--- src/sv/rrpp_pkg.sv ---
package rrpp_pkg;

   localparam int MAX_DIM_DEF       = 4096;
   localparam int SUBPIXEL_BITS_DEF = 4;

   localparam int PIXEL_W = 12;
   localparam int CHAN_W  = 8;
   localparam int CSR_W   = 24;
   localparam int CSR_IDX_W = 3;

   localparam logic [CSR_IDX_W-1:0] REG_PILL_WIDTH    = 3'd0;
   localparam logic [CSR_IDX_W-1:0] REG_PILL_HEIGHT   = 3'd1;
   localparam logic [CSR_IDX_W-1:0] REG_CORNER_RADIUS = 3'd2;
   localparam logic [CSR_IDX_W-1:0] REG_BORDER_WIDTH  = 3'd3;
   localparam logic [CSR_IDX_W-1:0] REG_FILL_RGB      = 3'd4;
   localparam logic [CSR_IDX_W-1:0] REG_FILL_ALPHA    = 3'd5;
   localparam logic [CSR_IDX_W-1:0] REG_BORDER_ALPHA  = 3'd6;
   localparam logic [CSR_IDX_W-1:0] REG_ACCENT_RGB    = 3'd7;

   typedef struct packed {
      logic [12:0] pill_width;
      logic [12:0] pill_height;
      logic [14:0] corner_radius;
      logic [9:0]  border_width;
      logic [23:0] fill_rgb;
      logic [7:0]  fill_alpha;
      logic [7:0]  border_alpha;
      logic [23:0] accent_rgb;
   } cfg_type;

   localparam cfg_type CFG_RESET = '{
      pill_width:    13'd66,
      pill_height:   13'd66,
      corner_radius: 15'd240,
      border_width:  10'd67,
      fill_rgb:      24'h161E23,
      fill_alpha:    8'd217,
      border_alpha:  8'd140,
      accent_rgb:    24'h4AB3E0
   };

   // Signed width of the distance datapath in subpixel units.
   function automatic int coord_width(int md, int sb);
      int lg;
      lg = $clog2(md);
      if (lg < 13) lg = 13;
      return lg + sb + 3;
   endfunction

endpackage

--- src/sv/rrpp_geom.sv ---
module rrpp_geom import rrpp_pkg::*; #(
   parameter int MAX_DIM       = MAX_DIM_DEF,
   parameter int SUBPIXEL_BITS = SUBPIXEL_BITS_DEF,
   localparam int CW = coord_width(MAX_DIM, SUBPIXEL_BITS),
   localparam int NW = 2 * CW - 1
) (
   input  logic                 clock,
   input  logic                 reset,
   input  logic                 adv,
   input  logic                 in_vld,
   input  logic [PIXEL_W-1:0]   pixel_x,
   input  logic [PIXEL_W-1:0]   pixel_y,
   input  cfg_type              cfg,
   output logic                 out_vld,
   output logic [NW-1:0]        out_n,
   output logic signed [CW-1:0] out_mx
);

   localparam logic signed [CW-1:0] HALF = CW'(1 << (SUBPIXEL_BITS - 1));
   localparam logic signed [CW-1:0] DIM_MAX = CW'(MAX_DIM);

   // Distance past the half size less the radius, along one axis.
   function automatic logic signed [CW-1:0] axis_q(logic [PIXEL_W-1:0] c, logic [12:0] d,
                                                   logic [14:0] rad);
      logic signed [CW-1:0] dim, hw, pc, dc, adc;
      dim = $signed(CW'(d));
      if (dim > DIM_MAX) dim = DIM_MAX;
      hw  = dim <<< (SUBPIXEL_BITS - 1);
      pc  = ($signed(CW'(c)) <<< SUBPIXEL_BITS) + HALF;
      dc  = pc - hw;
      adc = dc[CW-1] ? -dc : dc;
      return adc - (hw - $signed(CW'(rad)));
   endfunction

   logic signed [CW-1:0] qx, qy;
   logic [CW-2:0]        ax_in, ay_in;
   logic signed [CW-1:0] mx_in;

   logic                 vld1_ff, vld2_ff, vld3_ff;
   logic [CW-2:0]        ax_ff, ay_ff;
   logic signed [CW-1:0] mx1_ff, mx2_ff, mx3_ff;
   logic [2*CW-3:0]      sqx_ff, sqy_ff;
   logic [NW-1:0]        n_ff;

   always_comb begin
      qx    = axis_q(pixel_x, cfg.pill_width, cfg.corner_radius);
      qy    = axis_q(pixel_y, cfg.pill_height, cfg.corner_radius);
      ax_in = qx[CW-1] ? '0 : qx[CW-2:0];
      ay_in = qy[CW-1] ? '0 : qy[CW-2:0];
      mx_in = (qx > qy) ? qx : qy;
   end

   always_ff @(posedge clock) begin
      if (reset) begin
         vld1_ff <= 1'b0;
         vld2_ff <= 1'b0;
         vld3_ff <= 1'b0;
      end else if (adv) begin
         vld1_ff <= in_vld;
         vld2_ff <= vld1_ff;
         vld3_ff <= vld2_ff;
      end
   end

   always_ff @(posedge clock) begin
      if (adv) begin
         ax_ff  <= ax_in;
         ay_ff  <= ay_in;
         mx1_ff <= mx_in;
         sqx_ff <= ax_ff * ax_ff;
         sqy_ff <= ay_ff * ay_ff;
         mx2_ff <= mx1_ff;
         n_ff   <= NW'(sqx_ff) + NW'(sqy_ff);
         mx3_ff <= mx2_ff;
      end
   end

   assign out_vld = vld3_ff;
   assign out_n   = n_ff;
   assign out_mx  = mx3_ff;

endmodule

--- config.mk ---
export PLATFORM = sky130hd
export DESIGN_NAME = rrpp_geom
export DESIGN_NICKNAME = d
export VERILOG_FILES = /design/src/sv/rrpp_pkg.sv /design/src/sv/rrpp_geom.sv
export SDC_FILE = /design/constraint.sdc
export NUM_CORES = 2
export LEC_CHECK = 0
export BUFFER_PORTS_ARGS = -buffer_cell sky130_fd_sc_hd__buf_2
export CORE_MARGIN = 4
export CORE_UTILIZATION = 55
export CTS_CLUSTER_SIZE = 20
export DETAILED_ROUTE_END_ITERATION = 16
export HOLD_SLACK_MARGIN = 0.05
export PLACE_DENSITY_LB_ADDON = 0.1
export SETUP_SLACK_MARGIN = 0.5
export SYNTH_ARGS = -nofsm -noshare
export SYNTH_HDL_FRONTEND = slang
export SYNTH_SLANG_ARGS = --single-unit
--- constraint.sdc ---
create_clock -name clock -period 9.4 [get_ports clock]
set_clock_uncertainty 0.05 [all_clocks]
set_input_delay 1.88 -clock clock [delete_from_list [all_inputs] [get_ports clock]]
set_output_delay 1.88 -clock clock [all_outputs]
set_load 0.03 [all_outputs]
# Word-level counts from Yosys, hierarchy flattened
# Cells that the tools add are included.
# Widths: inputs -> output; s select.
[word_totals]
reg_bits = 216
input_bits = 143
[classes]
addsub = 11
n_mul = 2
n_lt_le_gt_ge = 3
n_mux = 5
[ops]
columns = ["op", "count"]
rows = [
  ["$mul 19x19->38", 2],
  ["$mux 20", 3],
  ["$neg 18->20", 2],
  ["$sub 20x17->20", 2],
  ["$add 38x38->39", 1],
  ["$sub 17x16->18", 2],
  ["$add 16x4->17 const B", 2],
  ["$sub 16x15->17", 2],
  ["$gt 13x13->1 const B", 2],
  ["$mux 13", 2],
  ["$gt 20x20->1", 1],
]

# Logic depth before layout (Yosys ltp)
[depth]
ltp_word = 8
mapped_depth = 34
depth_no_buf = 31

# Worst setup path before layout
# Ideal clock, no wire load.
[synth_timing]
path_kind = "input-to-reg"
startpoint = "input port cfg[101] in the netlist's numbering"
endpoint = "register mx1_ff[12], data pin"
setup_ns = 0.268
arrival_time_ns = 8.303
required_time_ns = 9.082
setup_slack_ns = 0.779
cell_stages = 32
n_path_buf = 5
path_cell_list = "inv_1 clkbuf_1 nand2_1 ha_1 clkbuf_1 a21o_1 a21oi_1 o21ai_0 a21o_1 a311o_1 a21o_1 clkbuf_1 nor2_1 xnor2_1 ha_1 nand4_1 o311ai_1 a311oi_1 o21bai_1 xor2_1 clkbuf_1 inv_1 ha_1 nand4_1 nor2_1 a221oi_1 o221a_2 o31ai_1 xnor2_1 o21ai_1 buf_2 mux2i_1"
[synth_via]
elab_chain_cells = 8
[synth_rtl]
columns = ["item", "line", "source"]
rows = [
  ["start: declaration", "rrpp_geom.sv:13", "input cfg_type cfg,"],
  ["$gt 13x13->1", "rrpp_geom.sv:27", "if (dim > DIM_MAX) dim = DIM_MAX;"],
  ["$mux 13 (*)", "rrpp_geom.sv:27", ""],
  ["$sub 17x16->18", "rrpp_geom.sv:30", "dc = pc - hw;"],
  ["$neg 18->20", "rrpp_geom.sv:31", "adc = dc[CW-1] ? -dc : dc;"],
  ["$mux 20", "rrpp_geom.sv:31", ""],
  ["$sub 20x17->20 (*)", "rrpp_geom.sv:32", "return adc - (hw - $signed(CW'(rad)));"],
  ["$gt 20x20->1", "rrpp_geom.sv:50", "mx_in = (qx > qy) ? qx : qy;"],
  ["$mux 20 (*)", "rrpp_geom.sv:50", ""],
  ["via mx_in[12]", "rrpp_geom.sv:37", "logic signed [CW-1:0] mx_in;"],
  ["end signal: assignment", "rrpp_geom.sv:69", "mx1_ff <= mx_in;"],
  ["end: declaration", "rrpp_geom.sv:41", "logic signed [CW-1:0] mx1_ff, mx2_ff, mx3_ff;"],
]
# The timed path passes the listed nets; every way through them passes the cells marked *.
# A chain may end at the register's enable or synchronous reset.

# Worst setup path after layout
[layout_timing]
startpoint = "input port cfg[101] in the netlist's numbering"
endpoint = "register mx1_ff[17], data pin"
# The elaborated chain is that of the path after synthesis.

==> run summary <==
Status: finished clean
Worst setup path class: in2reg
Largest net degree at the start of global routing: 128
Die footprint: 65,900 um^2
CP Launch Type: primary input
Post-synth top area cell: fa_1
Maxcap violations: 0
Reg2Reg Setup Slack: 2.12 ns
IO Count: 203
Count of cell types in the netlist: 83
Number of stages on the worst setup path: 31
CTS Hold Bufs: 0
Avg WL per Cell: 18.2 um
Final period util: 0.901
Critical path peak fanout: 12
First drt pass iteration count: 6
Setup violations, final: 0
CP delay by family, top: compound AO/OA/AOI/OAI gates
Number of inserted diodes: 0
Synth area leaders: fa_1, edfxtp_1, ha_1
Final nets: 4,694
Max frequency: 0.118 GHz
Worst endpoint required time: 9.73 ns
Total core area: 60,800 um^2
Crit-path max cell delay: 0.44 ns
Die Wd: 257 um
Via Count: 24,897
Finished Layout Cells: 4,470
Setup_tns: 0 ns
First-pass GRT wire length: 133,000 um
Final min period: 8.47 ns
H-tree depth: 1
Data arrival time of the worst path: 8.80 ns
Post-Route WL: 81,100 um
HPWL after DPL: 65,900 um
CP Capture Type: flop
Critical path origin: cfg[101]
Number of enable flip-flop cells after synthesis: 211
Avg Cell Area, Syn: 9.57 um^2
DP Cell Count: 4,426
Max-slew violation count: 0
Post-CTS Setup Repair Bufs: 0
Starting density of the core: 0.559
CTS tree: built
CTS buffer count: 24
Remaining Overflow, GRT: 0
CTS root buffer: clkbuf_16
Slew @ Worst Pin: 1.10 ns
Worst r2r path cells: 21
Clock sink total: 214
Top_reg_cell synth: edfxtp_1
Initial antenna violation count: 1
Asr flop ratio synth: 0
Gpl congestion: 0.905
Hold violation total from the final report: 0
PortBufs: 128
Post-CTS sizing: 0
Gate Count Post-Synth: 3,555
Setup slack after placement: 0.449 ns
Site Rows: 90
Overall Global Routing Usage: 0.249
Count leader, synth: inv_1
Worst reg2reg startpoint: ay_ff[13]$_SDFFCE_PP0P_
Clk slew on worst S/H paths: 0.06 ns
Area grow syn2layout: 7.06%
Die Ht: 257 um
CP max-delay cell: a311o_1
Worst-skew pair later-pin latency: 0.54 ns
#FFs+latches synth: 214
Drt via density: 5.57
Final ANT Viol Nets: 0
Share of layout cells above drive strength 1: 0.0632
Slew Limit Headroom: 0.269
CP endpoint: mx1_ff[17]$_DFFE_PP_
Worst min-delay path class: reg2reg
Area share of the largest cell type after synthesis: 0.293
Vias in the first global route: 26,496
Synthesized area: 34,000 um^2
R2R Path End: sqy_ff[37]$_DFFE_PP_
YS warnings: 0
Most frequent cells after synthesis: inv_1, fa_1, ha_1
Worst setup margin: 0.930 ns
RSZ-0062 raised after global routing: false
1st-iter DRT viols: 1,519
Clock Path Buffers: 3
CP bufs+invs: 4
Sequential-to-total area share from yosys stat: 0.188
# DRC: 0
## metrics by stage
stage	instance area, um^2	hold slack (ns)	util
CTS	36400	0.370	0.599
global route	36400	0.373	0.599
global placement	35600	0.354	0.586
finish	36400	0.370	0.599
floorplan	34000	0.350	-
detailed placement	35600	0.355	0.586
## area by class of cell
| class | instances | area (um^2) |
|---|---|---|
| Multi-Input combinational cell | 2496 | 24500 |
| Fill cell | 5284 | 24400 |
| Sequential cell | 214 | 6400 |
| Inverter | 770 | 2890 |
| Tap cell | 782 | 978 |
| Timing Repair Buffer | 164 | 921 |
| Clock buffer | 30 | 623 |
| Clock inverter | 14 | 145 |
## state kept, by name, indices dropped and copies added, names as in the netlist
register	count
mx1_ff	20
vld2_ff	1
out_n	39
vld1_ff	1
ay_ff	19
sqx_ff	37
out_vld	1
ax_ff	19
sqy_ff	37
mx2_ff	20
out_mx	20
## layout by cell type, fill, tap and decap left out, drive strengths merged, types with 14 or more instances in the layout
master and n:
buf 164, a21o 70, inv 770, nand4 17, edfxtp 211, nor3 49
o21bai 14, o21a 29, or2 14, nand2b 30, nand2 261, xor2 82
o21ai 82, nor2b 28, fa 498, and2 165, nor2 205, and3 18
a211oi 20, nand3 49, o211ai 22, a31oi 17, a21oi 153, mux2i 21
xnor2 116, ha 383, clkbuf 30
## cell families (layout without fill, tap and decap cells)
group                      Yosys count  count (layout)  share of synthesized area
DFF                                214             214                      0.188
xor gates and xnor gates           198             198                     0.0510
and+or+nand+nor                    882             882                      0.126
muxes                               24              24                    0.00717
buffers and inverters              848             978                     0.0939
other                                1               4                   0.000110
AOI/OAI and AO/OA                  507             507                     0.0998
adders and majority gates          881             881                      0.434
## per-layer routing
metal / wire (um) / track usage / up-vias / share of wire
met3: 4590 / 0.0359 / 175 / 0.057
met2: 40100 / 0.435 / 660 / 0.49
li1: - / - / 11732 / -
met1: 33300 / 0.321 / 12330 / 0.41
met4: 3110 / 0.0820 / 0 / 0.038
met5: 0 / 0 / - / 0
## worst min-delay path by stage
stage,to,cells past startpoint,slack [ns],from
2_1_floorplan,mx2_ff[0]$_DFFE_PP_,0,0.35,mx1_ff[0]$_DFFE_PP_
3_3_place_gp,out_mx[3]$_DFFE_PP_,0,0.35,mx2_ff[3]$_DFFE_PP_
3_5_place_dp,out_mx[19]$_DFFE_PP_,0,0.35,mx2_ff[19]$_DFFE_PP_
4_1_cts,out_mx[2]$_DFFE_PP_,0,0.37,mx2_ff[2]$_DFFE_PP_
5_1_grt,out_mx[2]$_DFFE_PP_,0,0.37,mx2_ff[2]$_DFFE_PP_
6_report,out_mx[2]$_DFFE_PP_,0,0.37,mx2_ff[2]$_DFFE_PP_
Power is left out: the tool's default activity adds up to more than one toggle a clock period on the data nets, which glitch-free logic cannot reach.
