===== src/sv/rrpp_pkg.sv =====
package rrpp_pkg;

   localparam int MAX_DIM_DEF       = 4096;
   localparam int SUBPIXEL_BITS_DEF = 4;

   localparam int PIXEL_W = 12;
   localparam int CHAN_W  = 8;
   localparam int CSR_W   = 24;
   localparam int CSR_IDX_W = 3;

   localparam logic [CSR_IDX_W-1:0] REG_PILL_WIDTH    = 3'd0;
   localparam logic [CSR_IDX_W-1:0] REG_PILL_HEIGHT   = 3'd1;
   localparam logic [CSR_IDX_W-1:0] REG_CORNER_RADIUS = 3'd2;
   localparam logic [CSR_IDX_W-1:0] REG_BORDER_WIDTH  = 3'd3;
   localparam logic [CSR_IDX_W-1:0] REG_FILL_RGB      = 3'd4;
   localparam logic [CSR_IDX_W-1:0] REG_FILL_ALPHA    = 3'd5;
   localparam logic [CSR_IDX_W-1:0] REG_BORDER_ALPHA  = 3'd6;
   localparam logic [CSR_IDX_W-1:0] REG_ACCENT_RGB    = 3'd7;

   typedef struct packed {
      logic [12:0] pill_width;
      logic [12:0] pill_height;
      logic [14:0] corner_radius;
      logic [9:0]  border_width;
      logic [23:0] fill_rgb;
      logic [7:0]  fill_alpha;
      logic [7:0]  border_alpha;
      logic [23:0] accent_rgb;
   } cfg_type;

   localparam cfg_type CFG_RESET = '{
      pill_width:    13'd66,
      pill_height:   13'd66,
      corner_radius: 15'd240,
      border_width:  10'd67,
      fill_rgb:      24'h161E23,
      fill_alpha:    8'd217,
      border_alpha:  8'd140,
      accent_rgb:    24'h4AB3E0
   };

   // Signed width of the distance datapath in subpixel units.
   function automatic int coord_width(int md, int sb);
      int lg;
      lg = $clog2(md);
      if (lg < 13) lg = 13;
      return lg + sb + 3;
   endfunction

endpackage


===== src/sv/rrpp_sqrt.sv =====
module rrpp_sqrt import rrpp_pkg::*; #(
   parameter int MAX_DIM       = MAX_DIM_DEF,
   parameter int SUBPIXEL_BITS = SUBPIXEL_BITS_DEF,
   localparam int CW = coord_width(MAX_DIM, SUBPIXEL_BITS),
   localparam int NW = 2 * CW - 1
) (
   input  logic                 clock,
   input  logic                 reset,
   input  logic                 adv,
   input  logic                 in_vld,
   input  logic [NW-1:0]        in_n,
   input  logic signed [CW-1:0] in_mx,
   output logic                 out_vld,
   output logic [CW-1:0]        out_root,
   output logic                 out_inc,
   output logic signed [CW-1:0] out_mx
);

   localparam int RW = NW + 1;

   logic [RW-1:0]        rem_ff  [CW];
   logic [RW-1:0]        root_ff [CW];
   logic signed [CW-1:0] mx_ff   [CW];
   logic                 vld_ff  [CW];
   logic [RW-1:0]        rem_in  [CW];
   logic [RW-1:0]        root_in [CW];

   // One result bit per stage, from the top bit pair down.
   for (genvar i = 0; i < CW; i++) begin : g_stage
      localparam logic [RW-1:0] BIT = RW'(1) << (2 * (CW - 1 - i));
      logic [RW-1:0]        rem_src, root_src, trial;
      logic signed [CW-1:0] mx_src;
      logic                 vld_src;

      if (i == 0) begin : g_first
         assign rem_src  = RW'(in_n);
         assign root_src = '0;
         assign mx_src   = in_mx;
         assign vld_src  = in_vld;
      end else begin : g_next
         assign rem_src  = rem_ff[i-1];
         assign root_src = root_ff[i-1];
         assign mx_src   = mx_ff[i-1];
         assign vld_src  = vld_ff[i-1];
      end

      assign trial = root_src + BIT;

      always_comb begin
         if (rem_src >= trial) begin
            rem_in[i]  = rem_src - trial;
            root_in[i] = (root_src >> 1) + BIT;
         end else begin
            rem_in[i]  = rem_src;
            root_in[i] = root_src >> 1;
         end
      end

      always_ff @(posedge clock) begin
         if (reset) begin
            vld_ff[i] <= 1'b0;
         end else if (adv) begin
            vld_ff[i] <= vld_src;
         end
      end

      always_ff @(posedge clock) begin
         if (adv) begin
            rem_ff[i]  <= rem_in[i];
            root_ff[i] <= root_in[i];
            mx_ff[i]   <= mx_src;
         end
      end
   end

   assign out_vld  = vld_ff[CW-1];
   assign out_root = root_ff[CW-1][CW-1:0];
   // Round to nearest: the remainder exceeds the root past the halfway point.
   assign out_inc  = rem_ff[CW-1] > root_ff[CW-1];
   assign out_mx   = mx_ff[CW-1];

endmodule


===== config.mk =====
export PLATFORM = sky130hd
export DESIGN_NAME = rrpp_sqrt
export DESIGN_NICKNAME = d
export VERILOG_FILES = /design/src/sv/rrpp_pkg.sv /design/src/sv/rrpp_sqrt.sv
export SDC_FILE = /design/constraint.sdc
export NUM_CORES = 2
export LEC_CHECK = 0
export ABC_AREA = 0
export BUFFER_PORTS_ARGS = -buffer_cell sky130_fd_sc_hd__buf_2
export CAP_MARGIN = 10
export CELL_PAD_IN_SITES_DETAIL_PLACEMENT = 2
export CELL_PAD_IN_SITES_GLOBAL_PLACEMENT = 2
export CORE_MARGIN = 2
export CORE_UTILIZATION = 50
export CTS_BUF_LIST = sky130_fd_sc_hd__clkbuf_8 sky130_fd_sc_hd__clkbuf_16
export CTS_CLUSTER_DIAMETER = 200
export DETAILED_ROUTE_END_ITERATION = 6
export PLACE_DENSITY_LB_ADDON = 0.1
export SLEW_MARGIN = 0
export SYNTH_ARGS = -nofsm -noshare
export SYNTH_HDL_FRONTEND = slang
export SYNTH_SLANG_ARGS = --single-unit

===== constraint.sdc =====
create_clock -name clock -period 9.7 [get_ports clock]
set_clock_uncertainty 0.2 [all_clocks]
set_input_delay 0 -clock clock [delete_from_list [all_inputs] [get_ports clock]]
set_output_delay 0 -clock clock [all_outputs]
set_load 0.02 [all_outputs]

==> summary.md, run 1 <==
| Metric | Value |
|---|---|
| Global-route wire length before repair | slightly below 500 mm |
| Area of the mapped netlist | around 61000 um^2 |
| Buffers added on ports | around 100 |
| Synth Warn # | 0 |
| Initial core utilization | 50.4% |
| Post-synth EDFFs | about 1400 |
| Maximum buffer depth of the clock tree | 3 |
| CTS Sinks | ~1400 |
| Detailed Place HPWL | roughly 160 mm |
| Post-CTS Resized | 0 |
| Synthesized instance count | 4289 |
| Outcome | stopped before the end |
| Register area share after synthesis | a little over two thirds |
| Pre-CTS WS | approximately 4.9 ns |
| Synth cell types | 79 |
| Synth Area per Inst | around 14 um^2 |
| Synth Register Bits | 1430 |
| Largest net degree at the start of global routing | 200 |
| Cell taking the most area after synthesis | edfxtp_1 |
| Placed Area | roughly 64000 um^2 |
| Total GRT Usage | between 50% and 60% |
| Core Rows | 128 |
| Chip width | around 350 um |
| Die Span Y | roughly 350 um |
| Grt total ovfl | between 150 and 200 |
| Total CTS buffers | between 150 and 200 |
| Count leader, synth | edfxtp_1 |
| Vias in the first global route | 54700 |
| Async set-or-reset flop fraction in the synthesized netlist | 0% |
| Final GP Congestion | ~0.87 |
| Ranking of synthesized cells by area | edfxtp_1, ha_1, xor2_1, xnor2_1, a21oi_1 |
| Stop err | [ERROR GRT-0116] Global routing finished with congestion. Check the congestion regions in the DRC Viewer. |
| Ports | 105 |
| Fail Step | 5_1_grt |
| H-tree Lvls | 4 |
| Clock root cell | clkbuf_16 |
| Main synth FF type | edfxtp_1 |
| Synth top cells by count | edfxtp_1, inv_1, nor2_1 |
| Synth top area share | 70.0% |
[stage by stage]
stage | cells | hold slack (ns) | util [%]
floorplan | 4290 | -0.101 | -
global placement | 5987 | -0.0242 | 52.5
detailed placement | 5987 | -0.0213 | 52.5
CTS | 6388 | 0.120 | 57.5
[kinds of logic after synthesis]
group | count (synthesis) | share of synthesized area, %
buffers and inverters | 363 | 2.28
other | 1 | 0.00611
AO/OA/AOI/OAI | 725 | 7.29
XOR/XNOR | 354 | 5.05
AND/OR/NAND/NOR | 1132 | 9.65
multiplexers | 36 | 0.649
adder cells (fa/ha/maj) | 248 | 5.06
flip-flops | 1430 | 70.0
[layer usage]
metal | GRT usage [%] | GRT overflow
met2 | 81.4 | 115
met5 | 8.26 | 0
met4 | 53.6 | 81
met1 | 53.1 | 0
met3 | 31.5 | 3
[timing repair]
item                                   in CTS
hold buffers                              123
buffers inserted                            0
endpoints found under the hold margin     235
==> inputs of run 2 (changes only) <==
==> config.mk (replaced) <==
export PLATFORM = sky130hd
export DESIGN_NAME = rrpp_sqrt
export DESIGN_NICKNAME = d
export VERILOG_FILES = /design/src/sv/rrpp_pkg.sv /design/src/sv/rrpp_sqrt.sv
export SDC_FILE = /design/constraint.sdc
export NUM_CORES = 2
export LEC_CHECK = 0
export ABC_AREA = 0
export BUFFER_PORTS_ARGS = -buffer_cell sky130_fd_sc_hd__buf_2
export CAP_MARGIN = 10
export CORE_MARGIN = 2
export CORE_UTILIZATION = 35
export DETAILED_ROUTE_END_ITERATION = 6
export PLACE_DENSITY_LB_ADDON = 0.15
export SLEW_MARGIN = 0
export SYNTH_ARGS = -nofsm -noshare
export SYNTH_HDL_FRONTEND = slang
export SYNTH_SLANG_ARGS = --single-unit
==> run 2 against run 1 <==
Net effect: the flow now finishes, with violations (design-rule violations); area after synthesis unchanged; synthesized cell count unchanged.
==> summary.md, run 2 <==
| Metric | Value |
|---|---|
| Largest Register | rem_ff |
| CP endpoint kind | flip-flop |
| Synthesized instance count | 4289 (unchanged) |
| Crit path depth | 9 |
| Setup Crit Path Kind | flip-flop to flip-flop |
| Gate power share | a little over an eighth |
| FF-to-FF path depth | 9 |
| Clk_lat worst skew | 0.80 ns |
| Outcome | finished, violations left |
| Setup Buffers After CTS | 0 (unchanged) |
| Core area | between 150000 and 200000 um^2 |
| Top achievable clock speed | 226 MHz |
| Pre-CTS WS | 5.31 ns (+0.383 ns) |
| Sequential power share | approximately 50% |
| Reg2reg end | rem_ff[3][33] |
| VDD IR-drop max | 0.175 mV |
| Synth top cells by count | edfxtp_1, inv_1, nor2_1 |
| CP arrival | about 4.7 ns |
| Count leader, synth | edfxtp_1 |
| Clock power frac | between 30% and 40% |
| Ports | 105 (unchanged) |
| Global-route wire length before repair | around 190 mm |
| Total GRT Usage | approximately an eighth |
| Slew @ Worst Pin | 1.09 ns |
| Area occupied by multi-input gates | roughly 17000 um^2 |
| Drt wl/cell | approximately 16 um |
| Most common cell after layout, fill and taps aside | edfxtp_1 |
| Synth Warn # | 0 (unchanged) |
| Initial drt markers | roughly 1900 |
| Max_cap viols | 0 |
| Rel. slew slack | 27.2% |
| Share of cells above drive strength 1 | 8.97% |
| Crit path time final | between 4 and 5 ns |
| Final Hold Viols | 0 |
| Chip width | 423 um (+19%) |
| Cell-internal power | between 10 and 15 mW |
| CTS Sinks | 1430 (unchanged) |
| Crit-path max cell delay | slightly below 0.8 ns |
| H-tree Lvls | 4 (unchanged) |
| GRT busiest layer | met2 |
| Reg-to-Reg Start | rem_ff[2][147] |
| Detailed Place HPWL | 80.0 mm (-51%) |
| Drc violations | 1 |
| P&R area growth vs syn | 16.2% |
| Failing checks | design-rule violations |
| Max FFs per register | 800 |
| Grt met3 use | 2.63% |
| Layout Nets | 4960 |
| Synth Register Bits | 1430 (unchanged) |
| Ranking of synthesized cells by area | edfxtp_1, ha_1, xor2_1, xnor2_1, a21oi_1 |
| Final Worst Setup Slack | 5.28 ns |
| Hold EP | mx_ff[0][39] |
| Crit path buf inv count | 0 |
| Synth cell types | 79 (unchanged) |
| Slowest CP cell | a311o_1 |
| Vias in the first global route | between 30000 and 40000 |
| Routing usage on met1 | 14.3% |
| Fillcell total | roughly 16000 |
| Hold Crit Class | input port to flip-flop |
| Setup_tns | 0 ns |
| Static Leakage | between 20 and 30 nW |
| Cell taking the most area after synthesis | edfxtp_1 |
| Total CTS buffers | 160 (+4.6%) |
| Post-route cell area | between 70000 and 80000 um^2 |
| Antenna cells | 0 |
| Total Wirelength | roughly 120 mm |
| Biggest registers after layout | rem_ff (800), mx_ff (400), root_ff (210) |
| Hold Buf Count CTS | 123 (unchanged) |
| Grt total ovfl | 0 |
| CP Max Fanout | 23 |
| Setup Viol. Count Final | 0 |
| Clk slew on worst S/H paths | around 0.060 ns |
| Via density | approximately 4.8 |
| Core Rows | 153 (+20%) |
| Router iterations before antenna repair | 7 |
| Synth top area share | 70.0% (unchanged) |
| Largest net degree at the start of global routing | roughly 180 |
| Flip-flop and latch area | about 43000 um^2 |
| Unrepaired setup endpoints after global routing | no |
| Final Max Tran Viols | 0 |
| R2r setup slk | approximately 5.3 ns |
| Worst hold path stage count | 2 |
| Placed Area | 64800 um^2 (+1.3%) |
| CP top delay family | simple AND/OR/NAND/NOR gates |
| Initial core utilization | 35.2% (-15 points) |
| Vias | between 30000 and 40000 |
| Final GP Congestion | 0.879 (+1.4%) |
| Post-CTS Resized | 0 (unchanged) |
| Most used cells in the layout excluding fill and tap cells | edfxtp_1, inv_1, nor2_1 |
| Element type at the critical path start | flip-flop |
| Synth Area per Inst | 14.3 um^2 (unchanged) |
| Area of the mapped netlist | 61300 um^2 (unchanged) |
| Critical path cell sequence | ha_1 > or4b_2 > nor4_1 > a41oi_1 > nand2_1 > a311o_1 > o21a_1 > nor2b_1 > xor2_1 |
| Main synth FF type | edfxtp_1 |
| Post-synth EDFFs | 1430 (unchanged) |
| Async set-or-reset flop fraction in the synthesized netlist | 0% (unchanged) |
| Buffers added on ports | 104 (unchanged) |
| Sw Ratio | roughly 26% |
| CTS tree | built |
| GRT met2 Usage | 23.9% |
| Clock root cell | clkbuf_16 |
| Die Span Y | 423 um (+19%) |
| P_sw | between 4 and 5 mW |
| Final cycle utilization of the critical path | 45.5% |
| Critical path required time | between 10 and 15 ns |
| Hold path start | adv |
| Die Area | 179000 um^2 |
| Initial antenna violation count | 0 |
| Power per standard cell area | between 200 and 250 nW/um^2 |
| Maximum buffer depth of the clock tree | 3 (unchanged) |
| Register area share after synthesis | 70.0% (unchanged) |
| Antenna-violating nets left | 0 |
==> run 2: cell counts after synthesis <==
Identical to the previous run, type by type.
==> run 2: final cells by class <==
cell class | instances | share of cell area, %
flip-flops and latches | 1430 | 60.2
clock inverters | 100 | 1.50
multi-input cells | 2497 | 23.9
inverters | 306 | 1.61
clock buffers | 195 | 5.86
repair buffers | 254 | 2.83
well taps | 2325 | 4.08
==> run 2: how the worst max path moves through the flow <==
| stage | startpoint | end | slack [ns] |
|---|---|---|---|
| CTS | rem_ff[2][147] | rem_ff[3][33] | 5.28 |
| finish | rem_ff[2][147] | rem_ff[3][33] | 5.28 |
| detailed placement | rem_ff[2][147] | rem_ff[3][33] | 5.31 |
| global route | root_ff[2][147] | rem_ff[3][33] | 5.18 |
| floorplan | rem_ff[4][61] | rem_ff[4][111] | 6.46 |
| global placement | rem_ff[2][147] | rem_ff[3][33] | 5.39 |
==> run 2: logic make-up (layout without fill, tap and decap cells) <==
group | count (synthesis) | after routing | share of synthesized area [%]
other | 1 | 2 | 0.00611
flip-flops | 1430 | 1430 | 70.0
buffers and inverters | 363 | 855 | 2.28
multiplexers | 36 | 36 | 0.649
XOR/XNOR | 354 | 354 | 5.05
adder cells (fa/ha/maj) | 248 | 248 | 5.06
AO/OA/AOI/OAI | 725 | 725 | 7.29
AND/OR/NAND/NOR | 1132 | 1132 | 9.65
==> run 2: power by group through the flow <==
stage | logic, mW | registers, mW | clock network (mW)
2_1_floorplan | 1.59 | 8.02 | 0
3_3_place_gp | 2.16 | 8.19 | 0
3_5_place_dp | 2.18 | 8.20 | 0
4_1_cts | 2.23 | 8.07 | 6.17
5_1_grt | 2.50 | 8.14 | 6.41
6_report | 2.23 | 8.06 | 5.93
==> run 2: per-stage QoR <==
stage / hold slack (ns) / utilization [%] / cells / total power, mW
detailed placement: -0.0219 / 37.2 / 6688 / 10.4
global route: 0.129 / 41.0 / 7107 / 17.1
finish: 0.114 / 41.0 / 7107 / 16.2
global placement: -0.0232 / 37.2 / 6688 / 10.4
CTS: 0.124 / 41.0 / 7106 / 16.5
floorplan: -0.101 / - / 4290 / 9.62
==> run 2: per-layer routing <==
| metal | wire length (um) | vias up |
|---|---|---|
| met3 | 3850 | 291 |
| met1 | 46800 | 16400 |
| met5 | 0 | - |
| li1 | - | 16900 |
| met4 | 4890 | 0 |
| met2 | 60200 | 547 |
Note: power is estimated with default switching activity, not from simulation.
