File: config.mk
export PLATFORM = sky130hd
export DESIGN_NAME = rrpp_shade
export DESIGN_NICKNAME = d
export VERILOG_FILES = /design/src/sv/rrpp_pkg.sv /design/src/sv/rrpp_shade.sv
export SDC_FILE = /design/constraint.sdc
export NUM_CORES = 2
export LEC_CHECK = 0
export BUFFER_PORTS_ARGS = -buffer_cell sky130_fd_sc_hd__buf_2
export CAP_MARGIN = 20
export CORE_ASPECT_RATIO = 0.9
export CORE_MARGIN = 1.5
export CORE_UTILIZATION = 60
export DETAILED_ROUTE_END_ITERATION = 16
export PLACE_DENSITY = 0.78
export SLEW_MARGIN = 20
export SYNTH_ARGS = -nofsm -noshare
export SYNTH_HDL_FRONTEND = slang
export SYNTH_SLANG_ARGS = --single-unit
File: constraint.sdc
create_clock -name clock -period 28.6 [get_ports clock]
set_input_delay 8.58 -clock clock [delete_from_list [all_inputs] [get_ports clock]]
set_output_delay 8.58 -clock clock [all_outputs]
set_load 0.01 [all_outputs]
File: src/sv/rrpp_pkg.sv
package rrpp_pkg;

   localparam int MAX_DIM_DEF       = 4096;
   localparam int SUBPIXEL_BITS_DEF = 4;

   localparam int PIXEL_W = 12;
   localparam int CHAN_W  = 8;
   localparam int CSR_W   = 24;
   localparam int CSR_IDX_W = 3;

   localparam logic [CSR_IDX_W-1:0] REG_PILL_WIDTH    = 3'd0;
   localparam logic [CSR_IDX_W-1:0] REG_PILL_HEIGHT   = 3'd1;
   localparam logic [CSR_IDX_W-1:0] REG_CORNER_RADIUS = 3'd2;
   localparam logic [CSR_IDX_W-1:0] REG_BORDER_WIDTH  = 3'd3;
   localparam logic [CSR_IDX_W-1:0] REG_FILL_RGB      = 3'd4;
   localparam logic [CSR_IDX_W-1:0] REG_FILL_ALPHA    = 3'd5;
   localparam logic [CSR_IDX_W-1:0] REG_BORDER_ALPHA  = 3'd6;
   localparam logic [CSR_IDX_W-1:0] REG_ACCENT_RGB    = 3'd7;

   typedef struct packed {
      logic [12:0] pill_width;
      logic [12:0] pill_height;
      logic [14:0] corner_radius;
      logic [9:0]  border_width;
      logic [23:0] fill_rgb;
      logic [7:0]  fill_alpha;
      logic [7:0]  border_alpha;
      logic [23:0] accent_rgb;
   } cfg_type;

   localparam cfg_type CFG_RESET = '{
      pill_width:    13'd66,
      pill_height:   13'd66,
      corner_radius: 15'd240,
      border_width:  10'd67,
      fill_rgb:      24'h161E23,
      fill_alpha:    8'd217,
      border_alpha:  8'd140,
      accent_rgb:    24'h4AB3E0
   };

   // Signed width of the distance datapath in subpixel units.
   function automatic int coord_width(int md, int sb);
      int lg;
      lg = $clog2(md);
      if (lg < 13) lg = 13;
      return lg + sb + 3;
   endfunction

endpackage

File: src/sv/rrpp_shade.sv
module rrpp_shade import rrpp_pkg::*; #(
   parameter int MAX_DIM       = MAX_DIM_DEF,
   parameter int SUBPIXEL_BITS = SUBPIXEL_BITS_DEF,
   localparam int CW = coord_width(MAX_DIM, SUBPIXEL_BITS)
) (
   input  logic                 clock,
   input  logic                 reset,
   input  logic                 adv,
   input  logic                 in_vld,
   input  logic [CW-1:0]        in_root,
   input  logic                 in_inc,
   input  logic signed [CW-1:0] in_mx,
   input  cfg_type              cfg,
   output logic                 out_vld,
   output logic [CHAN_W-1:0]    red,
   output logic [CHAN_W-1:0]    green,
   output logic [CHAN_W-1:0]    blue,
   output logic [CHAN_W-1:0]    alpha
);

   localparam int S   = SUBPIXEL_BITS;
   localparam int DW  = CW + 2;
   localparam int VW  = S + 1;
   localparam int TW  = S + 9;
   localparam int AW  = TW + VW;
   localparam int PW  = 9 + TW + 1;
   localparam int ONE = 1 << S;
   localparam int DEN = 255 * ONE;
   localparam logic signed [DW-1:0] HALF_S = DW'(ONE / 2);
   localparam logic signed [DW-1:0] ONE_S  = DW'(ONE);

   function automatic logic [VW-1:0] clamp_cov(logic signed [DW-1:0] v);
      logic [VW-1:0] r;
      if (v < 0) r = '0;
      else if (v > ONE_S) r = VW'(ONE);
      else r = v[VW-1:0];
      return r;
   endfunction

   // Stage 1: signed distance.
   logic signed [DW-1:0] dist_in, dist_ff;
   logic                 vld1_ff;
   // Stage 2: coverage and border fraction.
   logic signed [DW-1:0] t_cov, t_inner;
   logic [VW-1:0]        cov_in, inner, bf_in;
   logic [VW-1:0]        cov2_ff, bf2_ff;
   logic                 vld2_ff;
   // Stage 3: border weight.
   logic [TW-1:0]        tnum_ff;
   logic [VW-1:0]        cov3_ff;
   logic                 vld3_ff;
   // Stage 4: products.
   logic [TW-1:0]        m_in;
   logic signed [PW-1:0] prod_in  [3];
   logic signed [PW-1:0] prod_ff  [3];
   logic [AW-1:0]        anum_ff;
   logic                 zero4_ff, vld4_ff;
   // Stage 5: rounded numerators scaled down to a quotient by 255.
   logic signed [PW-1:0] num_in   [3];
   logic [15:0]          u_ff     [3];
   logic [AW-1:0]        asum;
   logic [CHAN_W-1:0]    alpha5_ff;
   logic                 zero5_ff, vld5_ff;
   // Stage 6: divide by 255 and output.
   logic [23:0]          recip    [3];
   logic [7:0]           q0       [3];
   logic [16:0]          rm       [3];
   logic [8:0]           q        [3];
   logic [CHAN_W-1:0]    chan_in  [3];
   logic [CHAN_W-1:0]    chan_ff  [3];
   logic [CHAN_W-1:0]    alpha_ff;
   logic                 vld6_ff;

   always_comb begin
      dist_in = $signed(DW'(in_root)) + $signed(DW'(in_inc))
              + (in_mx[CW-1] ? DW'(in_mx) : DW'(0))
              - $signed(DW'(cfg.corner_radius));
   end

   always_comb begin
      t_cov   = HALF_S - dist_ff;
      t_inner = t_cov - $signed(DW'(cfg.border_width));
      cov_in  = clamp_cov(t_cov);
      inner   = clamp_cov(t_inner);
      bf_in   = (cov_in > inner) ? cov_in - inner : '0;
   end

   always_comb begin
      m_in = TW'(cfg.fill_alpha) << S;
      if (tnum_ff > m_in) m_in = tnum_ff;
      for (int j = 0; j < 3; j++) begin
         prod_in[j] = PW'($signed({1'b0, cfg.accent_rgb[8*j +: 8]})
                         - $signed({1'b0, cfg.fill_rgb[8*j +: 8]}))
                    * $signed({1'b0, tnum_ff});
      end
   end

   always_comb begin
      for (int j = 0; j < 3; j++) begin
         num_in[j] = $signed(PW'(cfg.fill_rgb[8*j +: 8]) * PW'(DEN)) + prod_ff[j]
                   + $signed(PW'(DEN / 2));
      end
      asum = anum_ff + AW'(ONE * ONE / 2);
   end

   // Quotient by 255 through a reciprocal estimate that is low by at most one.
   always_comb begin
      for (int j = 0; j < 3; j++) begin
         recip[j] = {u_ff[j], 8'd0} + 24'(u_ff[j]);
         q0[j]    = recip[j][23:16];
         rm[j]    = 17'(u_ff[j]) - 17'(q0[j]) * 17'd255;
         q[j]     = (rm[j] >= 17'd255) ? 9'(q0[j]) + 9'd1 : 9'(q0[j]);
         if (zero5_ff) chan_in[j] = '0;
         else if (q[j][8]) chan_in[j] = 8'hFF;
         else chan_in[j] = q[j][7:0];
      end
   end

   always_ff @(posedge clock) begin
      if (reset) begin
         vld1_ff <= 1'b0;
         vld2_ff <= 1'b0;
         vld3_ff <= 1'b0;
         vld4_ff <= 1'b0;
         vld5_ff <= 1'b0;
         vld6_ff <= 1'b0;
      end else if (adv) begin
         vld1_ff <= in_vld;
         vld2_ff <= vld1_ff;
         vld3_ff <= vld2_ff;
         vld4_ff <= vld3_ff;
         vld5_ff <= vld4_ff;
         vld6_ff <= vld5_ff;
      end
   end

   always_ff @(posedge clock) begin
      if (adv) begin
         dist_ff   <= dist_in;
         cov2_ff   <= cov_in;
         bf2_ff    <= bf_in;
         tnum_ff   <= TW'(bf2_ff) * TW'(cfg.border_alpha);
         cov3_ff   <= cov2_ff;
         anum_ff   <= AW'(m_in) * AW'(cov3_ff);
         zero4_ff  <= (cov3_ff == '0);
         zero5_ff  <= zero4_ff;
         alpha5_ff <= asum[2*S+7:2*S];
         alpha_ff  <= zero5_ff ? '0 : alpha5_ff;
         for (int j = 0; j < 3; j++) begin
            prod_ff[j] <= prod_in[j];
            u_ff[j]    <= num_in[j][S+15:S];
            chan_ff[j] <= chan_in[j];
         end
      end
   end

   assign out_vld = vld6_ff;
   assign red     = chan_ff[0];
   assign green   = chan_ff[1];
   assign blue    = chan_ff[2];
   assign alpha   = alpha_ff;

endmodule

* Word-level counts from Yosys, hierarchy flattened
Memories as Yosys holds them, arrays and structs flattened.
Index checks and enable logic that the tools add are counted.
** Cells by class
- Add/sub/neg operators :: 25
- Multipliers :: 11
- Div/mod/pow operators :: 0
- $lt $le $gt $ge :: 9
- Eq/ne operators :: 0
- Shift operators :: 0
- Muxes and demuxes :: 17
- Bitwise operators :: 0
- Reductions and logical operators :: 1
** Operators with widths (count)
- $mul A8 B8 Y16 const B :: 6
- $add A24 B16 Y24 :: 3
- $mul A9 B14 Y23 :: 3
- $add A20 B12 Y20 const B :: 3
- $add A20 B20 Y20 :: 3
- $ge A17 B8 Y1 const B :: 3
- $sub A16 B16 Y17 :: 3
- $mux W8 :: 6
- $gt A22 B6 Y1 const B :: 2
- $lt A22 B1 Y1 const B :: 2
- $add A8 B1 Y9 const B :: 3
- $mux W9 :: 3
- $sub A8 B8 Y9 :: 3
- $add A22 B22 Y22 :: 1
- $mux W22 :: 1
- $sub A22 B11 Y22 :: 1
- $sub A22 B16 Y22 :: 1
- $sub A5 B22 Y22 const A :: 1
- $add A20 B1 Y21 :: 1
- $mux W5 :: 4
- $add A16 B8 Y16 const B :: 1
- $mul A13 B5 Y16 :: 1
- $gt A13 B12 Y1 :: 1
- $mul A5 B8 Y13 :: 1
- 5 further kinds :: 6
** Storage, ports and cells
- Register bits :: 90
- Bits in latches :: 0
- Memory bits (writable) :: 141
- Memory bits (read-only) :: 0
- Bits of input ports :: 160
- Output and inout port bits :: 33
- Logic and storage cells :: 82
- Memories :: 3
** Memories
- prod_ff :: words 3, bits a word 23, read ports 3, clocked after Yosys merged registers in 0, write ports 3, RTL line rrpp_shade.sv:55 : logic signed [PW-1:0] prod_ff [3];
- u_ff :: words 3, bits a word 16, read ports 3, clocked after Yosys merged registers in 0, write ports 3, RTL line rrpp_shade.sv:60 : logic [15:0] u_ff [3];
- chan_ff :: words 3, bits a word 8, read ports 3, clocked after Yosys merged registers in 0, write ports 3, RTL line rrpp_shade.sv:70 : logic [CHAN_W-1:0] chan_ff [3];

* Longest topological paths before layout
An unclocked memory read counts as a cell.
- Word-level depth :: 8
- Mapped depth :: 31
- Gate-level depth less buffers :: 30

* Worst setup path before layout
OpenSTA, ideal clock, no wires.
- Path kind :: input-to-reg
- From :: in cfg[49] (netlist name)
- To :: mem prod_ff[0][42] (netlist name) (data pin)
- Library setup time :: 0.260 ns
- Arrival time :: 14.905 ns
- Required time :: 28.340 ns
- Setup slack :: 13.435 ns
- Stages :: 29
- Buffers on the path :: 1
- Cells stage by stage :: inv_1 -> ha_1 -> nor2b_1 -> o21ai_0 -> a21boi_0 -> o21ai_0 -> nand2b_1 -> a21o_1 -> a21oi_1 -> xnor2_1 -> clkbuf_1 -> and2_1 -> fa_1 -> fa_1 -> fa_1 -> inv_1 -> fa_1 -> fa_1 -> inv_1 -> ha_1 -> a21oi_1 -> o21bai_1 -> a21oi_1 -> nor2b_1 -> o2111ai_1 -> nand3_1 -> o41ai_1 -> o21ai_0 -> xnor2_1
** RTL lines
- start, declared :: RTL line rrpp_shade.sv:13 : input cfg_type cfg,
- end, declared :: RTL line rrpp_shade.sv:55

==> summary.md <==
| Metric | Value |
|---|---|
| Ys Warns | 0 |
| RSZ-0062 raised after global routing | false |
| Gpl congestion | around 0.91 |
| Most frequent cell after synthesis | inv_1 |
| Initial DRC count | around 1600 |
| HP Start | cov2_ff[2] |
| Crit path DAT | 15.65 ns |
| Status | finished with violations |
| Synth area leader | fa_1 |
| Mapped Area | 0.0400 mm^2 |
| Maximum clock insertion buffer count | 3 |
| Register area share after synthesis | between 10% and 20% |
| WL met3 | between 3000 and 4000 um |
| Met1 WL | 36000 um |
| Post-synth top cells | 927 x inv_1, 620 x ha_1, 507 x fa_1 |
| Gates resized, CTS repair | 0 |
| Skew-Pair Late Insertion Delay | 0.57 ns |
| Initial Util | about three fifths |
| Worst Path Required | roughly 29 ns |
| Crit Path Category | input port to flop |
| Post-synth top area share | between 20% and 30% |
| Reg-to-reg slack, setup | between 15 and 20 ns |
| Hold path cells | 0 |
| Multi-input gate area | ~0.03 mm^2 |
| Final #Nets | between 5000 and 6000 |
| Failing checks | design-rule violations |
| Routed vias/inst | roughly 5.5 |
| Final Critical Period | between 15 and 20 ns |
| Detailed Routing Iterations Pass 1 | 13 |
| Max-slew violations | 0 |
| Vias in the first global route | ~30000 |
| Hold_buf cts | 0 |
| Crit Path Max Fanout | 12 |
| #FFs+latches synth | between 200 and 250 |
| Syn Nets | about 5600 |
| Setup crit end kind | flop |
| Total track usage | around 25% |
| Wire length on met2 | 40800 um |
| CTS tree | yes |
| Util after Layout | roughly two thirds |
| Die outline width | around 280 um |
| H-tree levels | 1 |
| Die height | 248 um |
| Filler Cells Inserted | approximately 5300 |
| Area contributors post-synth | fa_1 25%, ha_1 19%, edfxtp_1 15%, inv_1 8.7%, xnor2_1 5.1% |
| # DRC | 1 |
| Setup TNS | 0 ns |
| Wire per inst | ~15 um |
| Post-CTS setup buffers | 0 |
| Min-Delay Path Class | flop to flop |
| Core Area | around 0.066 mm^2 |
| Uppermost layer routed | met4 |
| Post-synth top flop | edfxtp_1 |
| Clk sink count | around 210 |
| Port-buffer cells | 166 |
| Worst R2R End | chan_ff[0][21] |
| CP max-delay cell | fa_1 |
| Most frequent CP cell | fa_1 |
| Worst slew pin tran | 1.05 ns |
| Async S/R FF share, synth | 0% |
| Mapped Avg Cell Area | approximately 9.2 um^2 |
| Largest net degree at the start of global routing | 80 |
| Sequential cell area | 0.00613 mm^2 |
| CTS Root Cell | clkbuf_16 |
| Layout cells sized above 1 | roughly 6.7% |
| Final hold vios | 0 |
| Clk slew on worst S/H paths | 0.06 ns |
| Hold endpoint | cov3_ff[2] |
| DRT Wirelength | ~83000 um |
| HPWL Detailed | a little under 70000 um |
| First-pass GRT wire length | roughly 140000 um |
| EDFF count, synth | 200 |
| Crit start category | input port |
| Final setup vio count | 0 |
| Max incr delay on CP | around 0.55 ns |
| Vias | a little under 30000 |
| Area grow syn2layout | 6.80% |
| Die footprint | a little under 0.07 mm^2 |
| Routed Antenna Nets | 0 |
| Clock buffer count from CTS | 25 |
| FF-to-FF path depth | 27 |
| Top-Level Pins | 193 |
| Max Fclk | approximately 65 MHz |
| Synth Instances | 4357 |
| Max-Cap Viols | 0 |
| Max Clock Skew | between 0.02 and 0.03 ns |
| Remaining global-route overflow | 0 |
| R2r startpoint | u_ff[0][41] |
| Site Rows | 89 |
| Initial antenna violation count | 4 |
| Yosys cell types | slightly below 80 |
| Max-Slew Margin vs Limit | 30.0% |
| Final period utilization | between 50% and 60% |
stage by stage:
| stage | hold WS [ns] | area [um^2] | instances | setup slack [ns] |
|---|---|---|---|---|
| 2_1_floorplan | 0.400 | 40000 | 4357 | 13.44 |
| 3_3_place_gp | 0.403 | 41900 | 5335 | 12.85 |
| 3_5_place_dp | 0.405 | 41900 | 5335 | 12.69 |
| 4_1_cts | 0.419 | 42700 | 5381 | 13.26 |
| 5_1_grt | 0.425 | 42800 | 5385 | 12.77 |
| 6_report | 0.419 | 42800 | 5385 | 13.27 |
final cells by class:
type                       instances  share of cell area, %
multi-input combinational       3131                   70.4
clock buffer                      27                   1.48
sequential                       206                   14.3
timing repair buffer             208                   2.71
antenna                            3                 0.0176
clock inverter                    19                  0.383
tap                              864                   2.53
inverter                         927                   8.14
how the worst max path moves through the flow:
stage               startpoint             end  slack [ns]  depth (start not counted)
finish                 cfg[49]  prod_ff[0][42]       13.27                         30
global route           cfg[49]  prod_ff[0][42]       12.77                         30
CTS                    cfg[49]  prod_ff[0][42]       13.26                         30
floorplan              cfg[49]  prod_ff[0][42]       13.44                         29
detailed placement     cfg[49]  prod_ff[0][42]       12.69                         30
global placement       cfg[41]  prod_ff[0][19]       12.85                         31
registers in the layout, summed over array words and instances (netlist names), 5 cells and up:
register / cells
alpha: 8
alpha5_ff: 8
anum_ff: 9
bf2_ff: 5
chan_ff: 24
cov2_ff: 5
cov3_ff: 5
dist_ff: 22
prod_ff: 51
tnum_ff: 13
u_ff: 48
kinds of logic (layout without fill, tap and decap cells):
| family | after synthesis | after routing | synth area share (%) |
|---|---|---|---|
| adders and majority gates | 1127 | 1127 | 44.7 |
| and+or+nand+nor | 1110 | 1110 | 13.9 |
| buffers and inverters | 1020 | 1181 | 9.57 |
| AOI/OAI and AO/OA | 592 | 592 | 9.79 |
| xor gates and xnor gates | 283 | 283 | 6.19 |
| DFF | 206 | 206 | 15.3 |
| muxes | 19 | 19 | 0.478 |
| other | 0 | 3 | 0 |
placed cells by master, fill, tap and decap left out, types with 8 or more instances in the layout:
master     count
ha_1         620
nand3_1       67
a21o_1        54
buf_2        165
or2_2         30
a21oi_1      164
and2_1       189
clkbuf_16     25
nor4_1        16
o311ai_0       8
o221ai_1       8
o41ai_1       10
o21ai_0      107
a31oi_1       14
nand4_1       24
a2111oi_0     13
edfxtp_1     200
buf_4         41
o21a_1        35
and3_1        30
o211ai_1      12
nand2b_1      66
xor2_1        49
nor3b_1        8
nand2_1      327
nor2_1       201
a21boi_0      19
a221oi_1       8
a31o_2        11
fa_1         507
o21bai_1      31
nor2b_1       43
a211oi_1      23
o2111ai_1     15
mux2i_1       18
xnor2_1      233
inv_1        927
or3_1         13
nor3_1        64
worst max-delay path: cells and delay by family:
kind / cells / cell delay [ns]
fa+ha+maj: 7 / 3.15
compound gates: 11 / 2.42
simple gates: 5 / 0.62
buf+inv: 5 / 0.55
xor+xnor: 2 / 0.32
metal layers:
metal | global-route usage (%) | vias up
met5 | 0 | -
met4 | 6.85 | 0
met3 | 2.57 | 131
met2 | 44.6 | 686
met1 | 32.7 | 14400
li1 | - | 14400
Power is not shown: default switching activity piles up to over one toggle a cycle in this logic, so the estimate is an artifact.
